File: src/rtl/tls_pkg.sv
// Package for the two-axis line stepper: field widths, operation and status codes.
// No dependencies; every other file of the block imports it.
package tls_pkg;

	// Field widths.
	localparam int unsigned COORD_W  = 12;
	localparam int unsigned CANVAS_W = 13;
	localparam int unsigned TICKS_W  = 13;
	localparam int unsigned TWICE_W  = 13;
	localparam int unsigned ERR_W    = 14;
	localparam int unsigned STATUS_W = 3;
	localparam int unsigned CFG_IDX_W = 1;

	// Largest coordinate range the stepper addresses.
	localparam int unsigned MAX_COORD = 4096;

	// Canvas size after reset.
	localparam logic [CANVAS_W-1:0] CANVAS_RESET = CANVAS_W'(256);

	// Operation codes of a request.
	localparam logic OP_LOAD = 1'b0;
	localparam logic OP_TICK = 1'b1;

	// Status codes of a result.
	localparam logic [STATUS_W-1:0] ST_ACCEPTED = 3'd0;
	localparam logic [STATUS_W-1:0] ST_RANGE    = 3'd1;
	localparam logic [STATUS_W-1:0] ST_BUSY     = 3'd2;
	localparam logic [STATUS_W-1:0] ST_STEP     = 3'd3;
	localparam logic [STATUS_W-1:0] ST_IDLE     = 3'd4;

	// Configuration register indexes.
	localparam logic [CFG_IDX_W-1:0] CFG_CANVAS_WIDTH  = 1'b0;
	localparam logic [CFG_IDX_W-1:0] CFG_CANVAS_HEIGHT = 1'b1;

endpackage

File: src/rtl/tls_cmd_if.sv
// Request channel of the two-axis line stepper: valid/ready plus operation and target.
// Depends on tls_pkg.
interface tls_cmd_if;
	import tls_pkg::*;

	logic               valid;
	logic               ready;
	logic               operation;
	logic [COORD_W-1:0] target_x;
	logic [COORD_W-1:0] target_y;

	modport source (output valid, operation, target_x, target_y, input ready);
	modport sink (input valid, operation, target_x, target_y, output ready);
endinterface

File: src/rtl/tls_res_if.sv
// Result channel of the two-axis line stepper: valid/ready plus status and step pulses.
// Depends on tls_pkg.
interface tls_res_if;
	import tls_pkg::*;

	logic                valid;
	logic                ready;
	logic [STATUS_W-1:0] status;
	logic                x_step;
	logic                y_step;
	logic                x_dir;
	logic                y_dir;
	logic                move_done;

	modport source (output valid, status, x_step, y_step, x_dir, y_dir, move_done,
		input ready);
	modport sink (input valid, status, x_step, y_step, x_dir, y_dir, move_done,
		output ready);
endinterface

File: src/rtl/two_axis_line_stepper.sv
// Two-axis line stepper: top level with input register, DDA state and result register.
// Depends on tls_pkg, tls_cmd_if and tls_res_if.
//
// Each request gives exactly one result. A load request (operation 0) is answered
// busy while a move runs, out of range when the target is off the configured canvas,
// and otherwise accepted: the directions are set (Y inverted), the target becomes the
// position and a move of max(|dx|,|dy|) ticks is armed. Each tick request (operation 1)
// during a move reports the X and Y step pulses from exact integer error accumulators,
// and move_done on the last tick. The block takes one request every clock cycle while
// results are taken: a request waits in the input register, its single add-and-compare
// per axis is done on the way to the result register, and the result register is refilled
// as it is taken, so the rate is one request per cycle unless res.ready holds it off. Canvas
// registers may be written whenever the block is idle.
module two_axis_line_stepper (
	input  logic                           clk,
	input  logic                           arst_n,
	input  logic                           cfg_we,
	input  logic [tls_pkg::CFG_IDX_W-1:0]  cfg_index,
	input  logic [tls_pkg::CANVAS_W-1:0]   cfg_data,
	tls_cmd_if.sink                        cmd,
	tls_res_if.source                      res
);
	import tls_pkg::*;

	// Configuration registers.
	logic [CANVAS_W-1:0] canvas_width_q;
	logic [CANVAS_W-1:0] canvas_height_q;

	// Move state.
	logic [COORD_W-1:0] position_x_q;
	logic [COORD_W-1:0] position_y_q;
	logic [TICKS_W-1:0] ticks_left_q;
	logic [ERR_W-1:0]   error_x_q;
	logic [ERR_W-1:0]   error_y_q;
	logic [TWICE_W-1:0] twice_delta_x_q;
	logic [TWICE_W-1:0] twice_delta_y_q;
	logic [TWICE_W-1:0] twice_major_q;
	logic               dir_x_q;
	logic               dir_y_q;

	// Input register stage.
	logic               valid_s1;
	logic               operation_s1;
	logic [COORD_W-1:0] target_x_s1;
	logic [COORD_W-1:0] target_y_s1;

	// Result register stage.
	logic                valid_s2;
	logic [STATUS_W-1:0] status_s2;
	logic                x_step_s2;
	logic                y_step_s2;
	logic                x_dir_s2;
	logic                y_dir_s2;
	logic                done_s2;

	// Handshake: the result register frees as it is taken, the input register as it moves.
	logic s2_free;
	logic s1_move;
	logic cmd_take;

	assign s2_free  = !valid_s2 || res.ready;
	assign s1_move  = valid_s1 && s2_free;
	assign cmd.ready = !valid_s1 || s2_free;
	assign cmd_take = cmd.valid && cmd.ready;

	// Load evaluation: range check, deltas and the major axis length.
	logic               busy;
	logic               off_canvas;
	logic [COORD_W-1:0] mag_x;
	logic [COORD_W-1:0] mag_y;
	logic [COORD_W-1:0] major;

	always_comb begin
		busy = (ticks_left_q != '0);
		off_canvas = ({1'b0, target_x_s1} >= canvas_width_q)
			|| ({1'b0, target_y_s1} >= canvas_height_q)
			|| ({1'b0, target_x_s1} >= CANVAS_W'(MAX_COORD))
			|| ({1'b0, target_y_s1} >= CANVAS_W'(MAX_COORD));
		mag_x = (target_x_s1 >= position_x_q) ? target_x_s1 - position_x_q
			: position_x_q - target_x_s1;
		mag_y = (target_y_s1 >= position_y_q) ? target_y_s1 - position_y_q
			: position_y_q - target_y_s1;
		major = (mag_x > mag_y) ? mag_x : mag_y;
	end

	// Tick evaluation: one add and one compare per axis.
	logic [ERR_W-1:0] sum_x;
	logic [ERR_W-1:0] sum_y;
	logic             step_x;
	logic             step_y;
	logic [ERR_W-1:0] next_err_x;
	logic [ERR_W-1:0] next_err_y;
	logic [TICKS_W-1:0] ticks_dec;

	always_comb begin
		sum_x = error_x_q + {1'b0, twice_delta_x_q};
		sum_y = error_y_q + {1'b0, twice_delta_y_q};
		step_x = (sum_x >= {1'b0, twice_major_q});
		step_y = (sum_y >= {1'b0, twice_major_q});
		next_err_x = step_x ? sum_x - {1'b0, twice_major_q} : sum_x;
		next_err_y = step_y ? sum_y - {1'b0, twice_major_q} : sum_y;
		ticks_dec = ticks_left_q - TICKS_W'(1);
	end

	// Configuration writes.
	always_ff @(posedge clk or negedge arst_n) begin
		if (!arst_n) begin
			canvas_width_q  <= CANVAS_RESET;
			canvas_height_q <= CANVAS_RESET;
		end else if (cfg_we) begin
			unique case (cfg_index)
				CFG_CANVAS_WIDTH:  canvas_width_q  <= cfg_data;
				CFG_CANVAS_HEIGHT: canvas_height_q <= cfg_data;
				default: ;
			endcase
		end
	end

	// Input register: control bit under reset, payload without.
	always_ff @(posedge clk or negedge arst_n) begin
		if (!arst_n) begin
			valid_s1 <= 1'b0;
		end else if (cmd.ready) begin
			valid_s1 <= cmd.valid;
		end
	end

	always_ff @(posedge clk) begin
		if (cmd_take) begin
			operation_s1 <= cmd.operation;
			target_x_s1  <= cmd.target_x;
			target_y_s1  <= cmd.target_y;
		end
	end

	// Move state update as a request leaves the input register.
	always_ff @(posedge clk or negedge arst_n) begin
		if (!arst_n) begin
			position_x_q    <= '0;
			position_y_q    <= '0;
			ticks_left_q    <= '0;
			error_x_q       <= '0;
			error_y_q       <= '0;
			twice_delta_x_q <= '0;
			twice_delta_y_q <= '0;
			twice_major_q   <= '0;
			dir_x_q         <= 1'b0;
			dir_y_q         <= 1'b0;
		end else if (s1_move) begin
			if (operation_s1 == OP_LOAD) begin
				if (!busy && !off_canvas) begin
					position_x_q    <= target_x_s1;
					position_y_q    <= target_y_s1;
					ticks_left_q    <= {1'b0, major};
					error_x_q       <= {2'b00, major};
					error_y_q       <= {2'b00, major};
					twice_delta_x_q <= {mag_x, 1'b0};
					twice_delta_y_q <= {mag_y, 1'b0};
					twice_major_q   <= {major, 1'b0};
					dir_x_q         <= (target_x_s1 > position_x_q);
					dir_y_q         <= !(target_y_s1 > position_y_q);
				end
			end else if (busy) begin
				error_x_q    <= next_err_x;
				error_y_q    <= next_err_y;
				ticks_left_q <= ticks_dec;
			end
		end
	end

	// Result register: the directions shown are those after this request.
	always_ff @(posedge clk or negedge arst_n) begin
		if (!arst_n) begin
			valid_s2 <= 1'b0;
		end else if (s2_free) begin
			valid_s2 <= valid_s1;
		end
	end

	always_ff @(posedge clk) begin
		if (s1_move) begin
			x_step_s2 <= 1'b0;
			y_step_s2 <= 1'b0;
			done_s2   <= 1'b0;
			x_dir_s2  <= dir_x_q;
			y_dir_s2  <= dir_y_q;
			if (operation_s1 == OP_LOAD) begin
				priority if (busy) begin
					status_s2 <= ST_BUSY;
				end else if (off_canvas) begin
					status_s2 <= ST_RANGE;
				end else begin
					status_s2 <= ST_ACCEPTED;
					x_dir_s2  <= (target_x_s1 > position_x_q);
					y_dir_s2  <= !(target_y_s1 > position_y_q);
				end
			end else if (busy) begin
				status_s2 <= ST_STEP;
				x_step_s2 <= step_x;
				y_step_s2 <= step_y;
				done_s2   <= (ticks_dec == '0);
			end else begin
				status_s2 <= ST_IDLE;
			end
		end
	end

	assign res.valid     = valid_s2;
	assign res.status    = status_s2;
	assign res.x_step    = x_step_s2;
	assign res.y_step    = y_step_s2;
	assign res.x_dir     = x_dir_s2;
	assign res.y_dir     = y_dir_s2;
	assign res.move_done = done_s2;

	// A running move always has a nonzero major length.
	a_move_has_major: assert property (@(posedge clk) disable iff (!arst_n)
		(ticks_left_q != '0) |-> (twice_major_q != '0))
		else $error("move running with zero major length");

	// Load results never carry step pulses or a move end.
	a_load_no_steps: assert property (@(posedge clk) disable iff (!arst_n)
		(valid_s2 && (status_s2 == ST_ACCEPTED || status_s2 == ST_RANGE
			|| status_s2 == ST_BUSY)) |-> (!x_step_s2 && !y_step_s2 && !done_s2))
		else $error("load result with step pulse");

	// A tick during a move consumes exactly one tick.
	a_tick_counts_down: assert property (@(posedge clk) disable iff (!arst_n)
		(s1_move && operation_s1 == OP_TICK && busy)
			|=> (ticks_left_q == $past(ticks_dec)))
		else $error("tick did not count down the move");

endmodule

File: src/flat_wrapper.sv
// flat-port wrapper written by rule: the top's interface ports become plain ports
module two_axis_line_stepper_flat import tls_pkg::*;
  (clk, arst_n, cfg_we, cfg_index, cfg_data, cmd_valid, cmd_operation, cmd_target_x, cmd_target_y, cmd_ready, res_valid, res_status, res_x_step, res_y_step, res_x_dir, res_y_dir, res_move_done, res_ready);
  tls_cmd_if cmd_i ();
  tls_res_if res_i ();
  input  logic clk;
  input  logic arst_n;
  input  logic cfg_we;
  input  logic [tls_pkg::CFG_IDX_W-1:0] cfg_index;
  input  logic [tls_pkg::CANVAS_W-1:0] cfg_data;
  input wire logic [$bits(cmd_i.valid)-1:0] cmd_valid;
  input wire logic [$bits(cmd_i.operation)-1:0] cmd_operation;
  input wire logic [$bits(cmd_i.target_x)-1:0] cmd_target_x;
  input wire logic [$bits(cmd_i.target_y)-1:0] cmd_target_y;
  output wire logic [$bits(cmd_i.ready)-1:0] cmd_ready;
  output wire logic [$bits(res_i.valid)-1:0] res_valid;
  output wire logic [$bits(res_i.status)-1:0] res_status;
  output wire logic [$bits(res_i.x_step)-1:0] res_x_step;
  output wire logic [$bits(res_i.y_step)-1:0] res_y_step;
  output wire logic [$bits(res_i.x_dir)-1:0] res_x_dir;
  output wire logic [$bits(res_i.y_dir)-1:0] res_y_dir;
  output wire logic [$bits(res_i.move_done)-1:0] res_move_done;
  input wire logic [$bits(res_i.ready)-1:0] res_ready;
  assign cmd_i.valid = cmd_valid;
  assign cmd_i.operation = cmd_operation;
  assign cmd_i.target_x = cmd_target_x;
  assign cmd_i.target_y = cmd_target_y;
  assign cmd_ready = cmd_i.ready;
  assign res_valid = res_i.valid;
  assign res_status = res_i.status;
  assign res_x_step = res_i.x_step;
  assign res_y_step = res_i.y_step;
  assign res_x_dir = res_i.x_dir;
  assign res_y_dir = res_i.y_dir;
  assign res_move_done = res_i.move_done;
  assign res_i.ready = res_ready;
  two_axis_line_stepper u_core (.clk(clk), .arst_n(arst_n), .cfg_we(cfg_we), .cfg_index(cfg_index), .cfg_data(cfg_data), .cmd(cmd_i), .res(res_i));
endmodule
File: config.mk
export PLATFORM = sky130hd
export DESIGN_NAME = two_axis_line_stepper_flat
export DESIGN_NICKNAME = d
export VERILOG_FILES = /design/src/rtl/tls_pkg.sv /design/src/rtl/tls_cmd_if.sv /design/src/rtl/tls_res_if.sv /design/src/rtl/two_axis_line_stepper.sv /design/src/flat_wrapper.sv
export SDC_FILE = /design/constraint.sdc
export NUM_CORES = 1
export LEC_CHECK = 0
export BUFFER_PORTS_ARGS = -buffer_cell sky130_fd_sc_hd__buf_2
export CAP_MARGIN = 5
export CELL_PAD_IN_SITES_DETAIL_PLACEMENT = 0
export CELL_PAD_IN_SITES_GLOBAL_PLACEMENT = 2
export CORE_MARGIN = 5
export CORE_UTILIZATION = 25
export DETAILED_ROUTE_END_ITERATION = 8
export PLACE_DENSITY = 0.61
export SYNTH_ARGS = -nofsm -noshare
export SYNTH_HDL_FRONTEND = slang
export SYNTH_SLANG_ARGS = --single-unit
File: constraint.sdc
create_clock -name clk -period 5.5 [get_ports clk]
set_input_delay 0.275 -clock clk [delete_from_list [all_inputs] [get_ports clk]]
set_output_delay 0.275 -clock clk [all_outputs]
set_load 0.1 [all_outputs]
== Yosys cells after proc, flatten, opt, wreduce, memory -nomap -nowiden ==
Index checks and enable logic that the tools add are counted.

* Register bits after elaboration: 164
* Bits in latches: 0
* RAM bits: 0
* Bits in read-only memories: 0
* Output and inout bits: 10
* Word-level logic and storage cells: 86
* Memories: 0

* $add $sub $neg: 9
* $mul: 0
* Divide/modulo/power cells: 0
* Order comparisons: 9
* Equality and inequality tests: 1
* Shift-type cells: 0
* Mux-type cells: 23
* Bitwise gates (word level): 2
* Reduce and logical (&&, ||, !) cells: 19

{| class="wikitable"
|+ Operator list
! operator !! number
|-
| 14-bit 2-to-1 mux || 7
|-
| 12-bit subtractor || 4
|-
| 13-bit 2-to-1 mux || 3
|-
| 12-bit greater-than comparator || 3
|-
| 12-bit 2-to-1 mux || 3
|-
| 14-bit by 13-bit adder with 14-bit output || 2
|-
| 14-bit by 13-bit greater-or-equal comparator with 1-bit output || 2
|-
| 14-bit by 13-bit subtractor with 14-bit output || 2
|-
| 12-bit by 13-bit greater-or-equal comparator with 1-bit output || 2
|-
| 12-bit greater-or-equal comparator || 2
|-
| 13-bit zero test || 1
|-
| 13-bit nonzero test || 1
|-
| 13-bit by 1-bit subtractor with 13-bit output (second input constant) || 1
|-
| 3-bit 2-to-1 mux || 3
|-
| 1-bit 2-to-1 mux || 7
|-
| 2-bit AND reduction || 3
|-
| 3-bit AND reduction || 2
|-
| 1-bit zero test || 5
|-
| 1-bit logical AND || 3
|-
| 1-bit logical OR || 3
|-
| 2-bit inequality test (second input constant) || 1
|-
| 1-bit NOT || 2
|-
| 2-bit nonzero test || 1
|}

== Longest topological paths before layout ==
Gate-level depths: netlist (run 1).

* Word-level depth: 6
* Mapped depth: 22
* Depth with buffers taken out: 20

== Worst setup path after synthesis (run 1) ==
Ideal clock, no wire load.

* Path kind: reg-to-reg
* From: register u_core.target_y_s1[0]
* To: register u_core.ticks_left_q[9]
* Setup time: 0.126 ns
* Arrival: 4.485 ns
* Setup slack: 0.889 ns
* Cell stages (with the launch flop): 21
* Buffers on the path: 1
* Period minus slack after synthesis: 4.611 ns
* Cells stage by stage: edfxtp_1 inv_1 ha_1 inv_1 fa_1 a21oi_1 o221ai_2 a2111oi_4 or2_1 buf_6 mux2i_1 xor2_1 inv_1 ha_1 nand4_1 a21o_1 a21oi_1 inv_1 nor3_1 a211oi_2 a221o_1

* Longest elaborated chain between the ends: 6

{| class="wikitable"
|+ RTL lines
! item !! line !! source
|-
| from (decl) || two_axis_line_stepper.sv:45 || <nowiki>logic [COORD_W-1:0] target_y_s1;</nowiki>
|-
| from (signal assigned) || two_axis_line_stepper.sv:132 || <nowiki>target_y_s1 <= cmd.target_y;</nowiki>
|-
| 12-bit subtractor (tied with other cells) || two_axis_line_stepper.sv:82 || <nowiki>: position_y_q - target_y_s1;</nowiki>
|-
| 12-bit 2-to-1 mux or 1-bit logical OR (tied branches) || two_axis_line_stepper.sv:81, two_axis_line_stepper.sv:76 ||
|-
| 12-bit greater-than comparator or 1-bit zero test (tied branches) || two_axis_line_stepper.sv:83, two_axis_line_stepper.sv:151 ||
|-
| 12-bit 2-to-1 mux or 1-bit logical AND (tied branches) || two_axis_line_stepper.sv:83, two_axis_line_stepper.sv:151 ||
|-
| 13-bit 2-to-1 mux or 2-bit nonzero test (tied branches) || -- ||
|-
| 13-bit 2-to-1 mux or 3-bit AND reduction (tied branches) || -- ||
|-
| to (signal assigned) || two_axis_line_stepper.sv:154 || <nowiki>ticks_left_q <= {1'b0, major};</nowiki>
|-
| to (signal assigned) || two_axis_line_stepper.sv:166 || <nowiki>ticks_left_q <= ticks_dec;</nowiki>
|-
| to (decl) || two_axis_line_stepper.sv:32 || <nowiki>logic [TICKS_W-1:0] ticks_left_q;</nowiki>
|}

Several ways; a longest one is shown, not always the timed one. The select of a mux whose other input is x is not followed.
A chain may end at the register's enable or synchronous reset.

== Final worst setup path (run 1) ==
* From: register u_core.target_x_s1[0]
* To: register u_core.twice_major_q[10]

{| class="wikitable"
|+ RTL lines
! item !! line !! source
|-
| from (decl) || two_axis_line_stepper.sv:44 || <nowiki>logic [COORD_W-1:0] target_x_s1;</nowiki>
|-
| from (signal assigned) || two_axis_line_stepper.sv:131 || <nowiki>target_x_s1 <= cmd.target_x;</nowiki>
|-
| 12-bit subtractor (tied with other cells) || two_axis_line_stepper.sv:80 || <nowiki>: position_x_q - target_x_s1;</nowiki>
|-
| 12-bit 2-to-1 mux * || two_axis_line_stepper.sv:79 || <nowiki>mag_x = (target_x_s1 >= position_x_q) ? target_x_s1 - position_x_q</nowiki>
|-
| net u_core.mag_x[11] || two_axis_line_stepper.sv:69 || <nowiki>logic [COORD_W-1:0] mag_x;</nowiki>
|-
| 12-bit greater-than comparator * || two_axis_line_stepper.sv:83 || <nowiki>major = (mag_x > mag_y) ? mag_x : mag_y;</nowiki>
|-
| 12-bit 2-to-1 mux * || two_axis_line_stepper.sv:83 ||
|-
| to (signal assigned) || two_axis_line_stepper.sv:159 || <nowiki>twice_major_q <= {major, 1'b0};</nowiki>
|-
| to (decl) || two_axis_line_stepper.sv:37 || <nowiki>logic [TWICE_W-1:0] twice_major_q;</nowiki>
|}

Mark *: on every way through the listed nets, which the timed path passes. The rest lies on a longest branch.

==> impl_metrics.env, run 1 <==
export IMPL_setup_tns_final_ps=0
export IMPL_hold_violations=0
export IMPL_drive_gt1_share_pct=12.4
export IMPL_final_common_cell="nand2_1"
export IMPL_grt_overflow=0
export IMPL_fin_crit_sh_pct=91.5
export IMPL_initial_utilization_pct=25.1
export IMPL_syn_avg_cell_area_um2=8.94
export IMPL_fp_row_count=81
export IMPL_grt_pass1_wl_mm=64.0
export IMPL_io_buffers=53
export IMPL_ant_nets=0
export IMPL_seq_area_um2=4250
export IMPL_relSlewSlack_pct=32.4
export IMPL_cp_slowest_stage_delay_ps=410
export IMPL_grt_use_total_pct=15.6
export IMPL_die_h_um=231
export IMPL_yosysSeqAreaShare_pct=34.7
export IMPL_critPathKind="reg -> reg"
export IMPL_drcViolationCount=0
export IMPL_nets=1650
export IMPL_routabilityCongestion=0.854
export IMPL_setup_violations=0
export IMPL_synth_seq_cells=163
export IMPL_cp_cell_sequence="inv_1 > ha_1 > inv_1 > fa_1 > a211oi_1 > o21a_1 > nor3_1 > nor2_2 > o21ai_0 > nor3_1 > xnor2_1 > ha_1 > a21oi_1 > o21ai_0 > a2111oi_0 > a21oi_1 > inv_1 > nor3_1 > a211oi_2 > buf_4 > mux2_2"
export IMPL_clock_sinks=163
export IMPL_cts_buffer_depth=2
export IMPL_synthCells=1371
export IMPL_routed_wl_mm=40.9
export IMPL_antenna_found_initial=0
export IMPL_holdWs_ps=31.9
export IMPL_crit_slowest_cell="fa_1"
export IMPL_synth_cell_types=81
export IMPL_io_pins=54
export IMPL_num_antenna_cells=0
export IMPL_ys_flop_type="dfrtp_1"
export IMPL_hpwlAfterDp_mm=32.0
export IMPL_outcome="finished, final reports clean"
export IMPL_worst_pin_slew_ps=1000
export IMPL_slew_violations=0
export IMPL_vias_per_cell=4.83
export IMPL_cts_buffers=17
export IMPL_wire_per_inst_um=19.1
export IMPL_rsz0062_at_grt="false"
export IMPL_core_area_um2=48700
export IMPL_endpoint_kind="register"
export IMPL_vias=10400
export IMPL_die_x_um=231
export IMPL_clkTransAtPathRegs_ps=70
export IMPL_yosys_warnings=0
export IMPL_multi_input_area_um2=7380
export IMPL_rrSetupSlack_ps=470
export IMPL_critPathArrivalTime_ps=5460
export IMPL_min_period_ps=5030
export IMPL_cts_root_buf="clkbuf_16"
export IMPL_drv_cap=0
export IMPL_dr_first_iter_drc_count=505
export IMPL_die_area_um2=53500
export IMPL_htree_levels=4
export IMPL_fill_cells=5197
export IMPL_hp_class="in -> reg"
export IMPL_layout_common_cells="nand2_1 (140), ha_1 (132), dfrtp_1 (128), inv_1 (123), o21ai_0 (115)"
export IMPL_finClkSkew_ps=15.7
export IMPL_crit_path_max_fanout=9
export IMPL_clkLatencyLatePin_ps=490
export IMPL_critPathRequiredTime_ps=5920
export IMPL_synth_edf_count=33
export IMPL_power_density_nw_per_um2=533
export IMPL_start_kind="register"
export IMPL_async_reset_ff_share_pct=79.8
export IMPL_grt_pass1_vias=10800
export IMPL_cts_tree="done"
export IMPL_p_leak_nw=6.45
export IMPL_syn2layout_area_growth_pct=17.2
export IMPL_synth_nets=1555
export IMPL_syn_area_um2=12300
export IMPL_grt_max_degree=87
export IMPL_vdd_drop_max_mv=0.350
export IMPL_fmax_ghz=0.199
export IMPL_dr_pass1_iters=7
-- where the power goes --
group | internal [mW] | leakage (nW) | switching (mW)
clock | 0.602 | 0.275 | 0.583
sequential | 1.49 | 1.95 | 0.203
combinational | 1.88 | 4.23 | 2.89
-- cell usage after synthesis (all sizes together), types with 22 or more instances --
master,count,area share [%]
a211oi,25,1.7
a21o,27,1.7
a21oi,78,3.2
clkbuf,30,0.93
dfrtp,128,26
edfxtp,33,8.1
ha,132,13
inv,123,3.8
mux2,30,2.8
nand2,140,4.3
nand3,48,2.0
nand4,22,1.1
nor2,64,2.0
nor3,37,1.5
o21ai,121,5.0
xnor2,34,2.4
-- final timing paths --
path                                              start                         to  cells after the start
worst max-delay path              u_core.target_x_s1[0]   u_core.twice_major_q[10]                     21
worst min-delay path                        cfg_data[2]   u_core.canvas_width_q[2]                      3
worst max register to register    u_core.target_x_s1[0]   u_core.twice_major_q[10]                     21
worst min register to register  u_core.twice_major_q[2]    u_core.twice_major_q[2]                      2
max in group asynchronous                        arst_n  u_core.canvas_height_q[5]                      3
min in group asynchronous                        arst_n       u_core.error_y_q[12]                      2
-- repair_timing --
item,4_1_cts,5_1_grt
hold endpoints to repair,116,0
buffers inserted,0,2
hold buffers,32,0
setup endpoints to repair,0,24
resized for setup,0,7
-- layer usage --
metal  global-route usage, %  vias up  share of wire (%)
met5                       0        -                  0
li1                        -     5132                  -
met2                    25.3      179                 46
met4                    5.14        0                2.6
met3                    2.54       43                2.7
met1                    21.3     5003                 49
-- cell families (layout without fill, tap and decap cells) --
family / count (synthesis) / count (layout) / share of synthesized area [%]
and+or+nand+nor: 411 / 411 / 16.4
AOI/OAI and AO/OA: 383 / 383 / 20.5
buffers and inverters: 171 / 279 / 5.53
DFF: 163 / 163 / 34.7
adders and majority gates: 140 / 140 / 14.8
xor gates and xnor gates: 54 / 54 / 3.86
muxes: 49 / 49 / 4.31
-- flip-flops by register name (all words and copies together) (netlist names), 3 cells and up --
name and count:
u_core.twice_delta_x_q 12, u_core.target_x_s1 12, u_core.res.status 3, u_core.position_x_q 12, u_core.error_y_q 14, u_core.target_y_s1 12, u_core.ticks_left_q 13, u_core.twice_major_q 12
u_core.twice_delta_y_q 12, u_core.canvas_width_q 13, u_core.error_x_q 13, u_core.position_y_q 12, u_core.canvas_height_q 13
-- worst max-delay path, delay by kind of cell, from the launching register on --
family	cells	cell delay (ps)
multiplexers	1	150
AO/OA/AOI/OAI	8	1950
XOR/XNOR	1	180
flip-flops	1	390
adder cells (fa/ha/maj)	3	870
buffers and inverters	4	610
AND/OR/NAND/NOR	4	830
-- area by class of cell --
| cell class | instances | area share (%) |
|---|---|---|
| timing repair buffer | 124 | 6.16 |
| inverter | 123 | 3.22 |
| tap | 664 | 5.79 |
| clock inverter | 14 | 0.837 |
| multi-input combinational | 1037 | 51.4 |
| sequential | 163 | 29.6 |
| clock buffer | 18 | 3.06 |
-- stage by stage --
| step | std cells | setup WS [ps] | area [µm²] | util (%) | power [mW] |
|---|---|---|---|---|---|
| 2_1_floorplan | 1371 | 889 | 12300 | - | 4.95 |
| 4_1_cts | 2141 | 186 | 14300 | 29.4 | 7.70 |
| 5_1_grt | 2143 | 40.9 | 14400 | 29.5 | 8.32 |
| 3_3_place_gp | 2077 | 332 | 13400 | 27.6 | 6.47 |
| 6_report | 2143 | 467 | 14400 | 29.5 | 7.65 |
| 3_5_place_dp | 2077 | 226 | 13400 | 27.6 | 6.44 |
No activity file was read; power rests on OpenSTA's default activity.
==> run 2, diff against run 1 <==
Settings changed: MAX_ROUTING_LAYER set to met4, SKIP_CTS_REPAIR_TIMING set to 1.
==> run 2 against run 1 <==
Power about the same. Routed wire length about the same. Worst hold slack worse by 26 ps. Largest cell class unchanged.
==> impl_metrics.env, run 2 (same netlist as run 1, synthesis figures left out) <==
export IMPL_grt_max_degree=87
export IMPL_io_buffers=53
export IMPL_slew_violations=0
export IMPL_vias_per_cell=4.84
export IMPL_setup_tns_final_ps=0
export IMPL_cp_slowest_stage_delay_ps=420
export IMPL_wire_per_inst_um=19.2
export IMPL_die_x_um=231
export IMPL_worst_path_buf_inv=4
export IMPL_critPathArrivalTime_ps=5470
export IMPL_cts_buffers=17
export IMPL_syn2layout_area_growth_pct=16.7
export IMPL_relSlewSlack_pct=32.2
export IMPL_crit_path_max_fanout=9
export IMPL_fill_cells=5199
export IMPL_layout_common_cells="nand2_1 (140), ha_1 (132), dfrtp_1 (128), inv_1 (123), o21ai_0 (115)"
export IMPL_num_antenna_cells=0
export IMPL_clkLatencyLatePin_ps=490
export IMPL_nets=1644
export IMPL_die_h_um=231
export IMPL_dr_first_iter_drc_count=515
export IMPL_fin_crit_sh_pct=91.8
export IMPL_hp_class="in -> reg"
export IMPL_rsz0062_at_grt="false"
export IMPL_cts_buffer_depth=2
export IMPL_fmax_ghz=0.198
export IMPL_min_period_ps=5050
export IMPL_endpoint_kind="register"
export IMPL_outcome="finished, final reports clean"
export IMPL_finClkSkew_ps=14.0
export IMPL_grt_pass1_wl_mm=63.6
export IMPL_cp_cell_sequence="inv_1 > ha_1 > inv_1 > fa_1 > a211oi_1 > o21a_1 > nor3_1 > nor2_2 > o21ai_0 > nor3_1 > xnor2_1 > ha_1 > a21oi_1 > o21ai_0 > a2111oi_0 > a21oi_1 > inv_1 > nor3_1 > a211oi_2 > buf_4 > mux2_2"
export IMPL_cts_tree="done"
export IMPL_drcViolationCount=0
export IMPL_antenna_found_initial=0
export IMPL_hold_violations=0
export IMPL_core_area_um2=48700
export IMPL_path_delay_family="compound AO/OA/AOI/OAI gates"
export IMPL_hpwlAfterDp_mm=32.0
export IMPL_setup_violations=0
export IMPL_p_leak_nw=6.42
export IMPL_finalPower_mw=7.65
export IMPL_start_kind="register"
export IMPL_crit_slowest_cell="nor2_2"
export IMPL_final_common_cell="nand2_1"
export IMPL_critPathRequiredTime_ps=5920
export IMPL_clock_sinks=163
export IMPL_critPathKind="reg -> reg"
export IMPL_drv_cap=0
export IMPL_largest_register_ffs=14
export IMPL_vias=10300
export IMPL_vdd_drop_max_mv=0.350
export IMPL_worst_pin_slew_ps=1010
export IMPL_cts_root_buf="clkbuf_16"
export IMPL_grt_use_total_pct=16.0
export IMPL_htree_levels=4
export IMPL_top_register="u_core.error_y_q"
export IMPL_grt_overflow=0
export IMPL_clkTransAtPathRegs_ps=70
export IMPL_dr_pass1_iters=5
export IMPL_die_area_um2=53500
export IMPL_drive_gt1_share_pct=12.5
export IMPL_routabilityCongestion=0.868
export IMPL_power_density_nw_per_um2=535
export IMPL_grt_pass1_vias=10600
export IMPL_io_pins=54
export IMPL_ant_nets=0
export IMPL_initial_utilization_pct=25.1
export IMPL_routed_wl_mm=40.9
export IMPL_fp_row_count=81
run 2: area by class of cell:
cell class / instances / area [µm²] / share of cell area, %
inverters: 123 / 462 / 3.23
well taps: 664 / 831 / 5.81
flip-flops and latches: 163 / 4250 / 29.7
multi-input cells: 1037 / 7380 / 51.6
clock inverters: 14 / 120 / 0.840
clock buffers: 18 / 439 / 3.07
repair buffers: 118 / 825 / 5.77
run 2: routing by layer:
| metal | part of all wire, % | vias to the layer above | track usage, % |
|---|---|---|---|
| met5 | 0 | - | - |
| met4 | 2.6 | 0 | 5.48 |
| met3 | 3.1 | 50 | 2.36 |
| met2 | 46 | 175 | 25.3 |
| met1 | 48 | 5003 | 21.1 |
| li1 | - | 5117 | - |
run 2: path summary, 6_finish.rpt:
kind,from,to,slack (ps),cells after the start
worst max-delay path,u_core.target_x_s1[0],u_core.twice_major_q[10],450,21
worst min-delay path,cmd_valid,u_core.valid_s1,6,2
worst max register to register,u_core.target_x_s1[0],u_core.twice_major_q[10],450,21
worst min register to register,u_core.twice_major_q[2],u_core.twice_major_q[2],480,2
max in group asynchronous,arst_n,u_core.canvas_width_q[3],3900,3
min in group asynchronous,arst_n,u_core.error_y_q[4],440,2
run 2: through the flow:
stage	hold WS [ps]	setup WS (ps)	area, µm²	cells	utilization (%)
finish	5.68	451	14300	2137	29.3
global route	2.07	42.1	14300	2137	29.3
CTS	-94.7	186	14000	2109	28.7
detailed placement	447	226	13400	2077	27.6
global placement	437	332	13400	2077	27.6
floorplan	-20.6	889	12300	1371	-
run 2: power by group:
part / internal [mW] / total, mW / switching (mW) / leakage [nW]
logic: 1.88 / 4.77 / 2.89 / 4.20
clock network: 0.602 / 1.18 / 0.578 / 0.275
registers: 1.49 / 1.69 / 0.204 / 1.95
total: 3.97 / 7.65 / 3.67 / 6.42
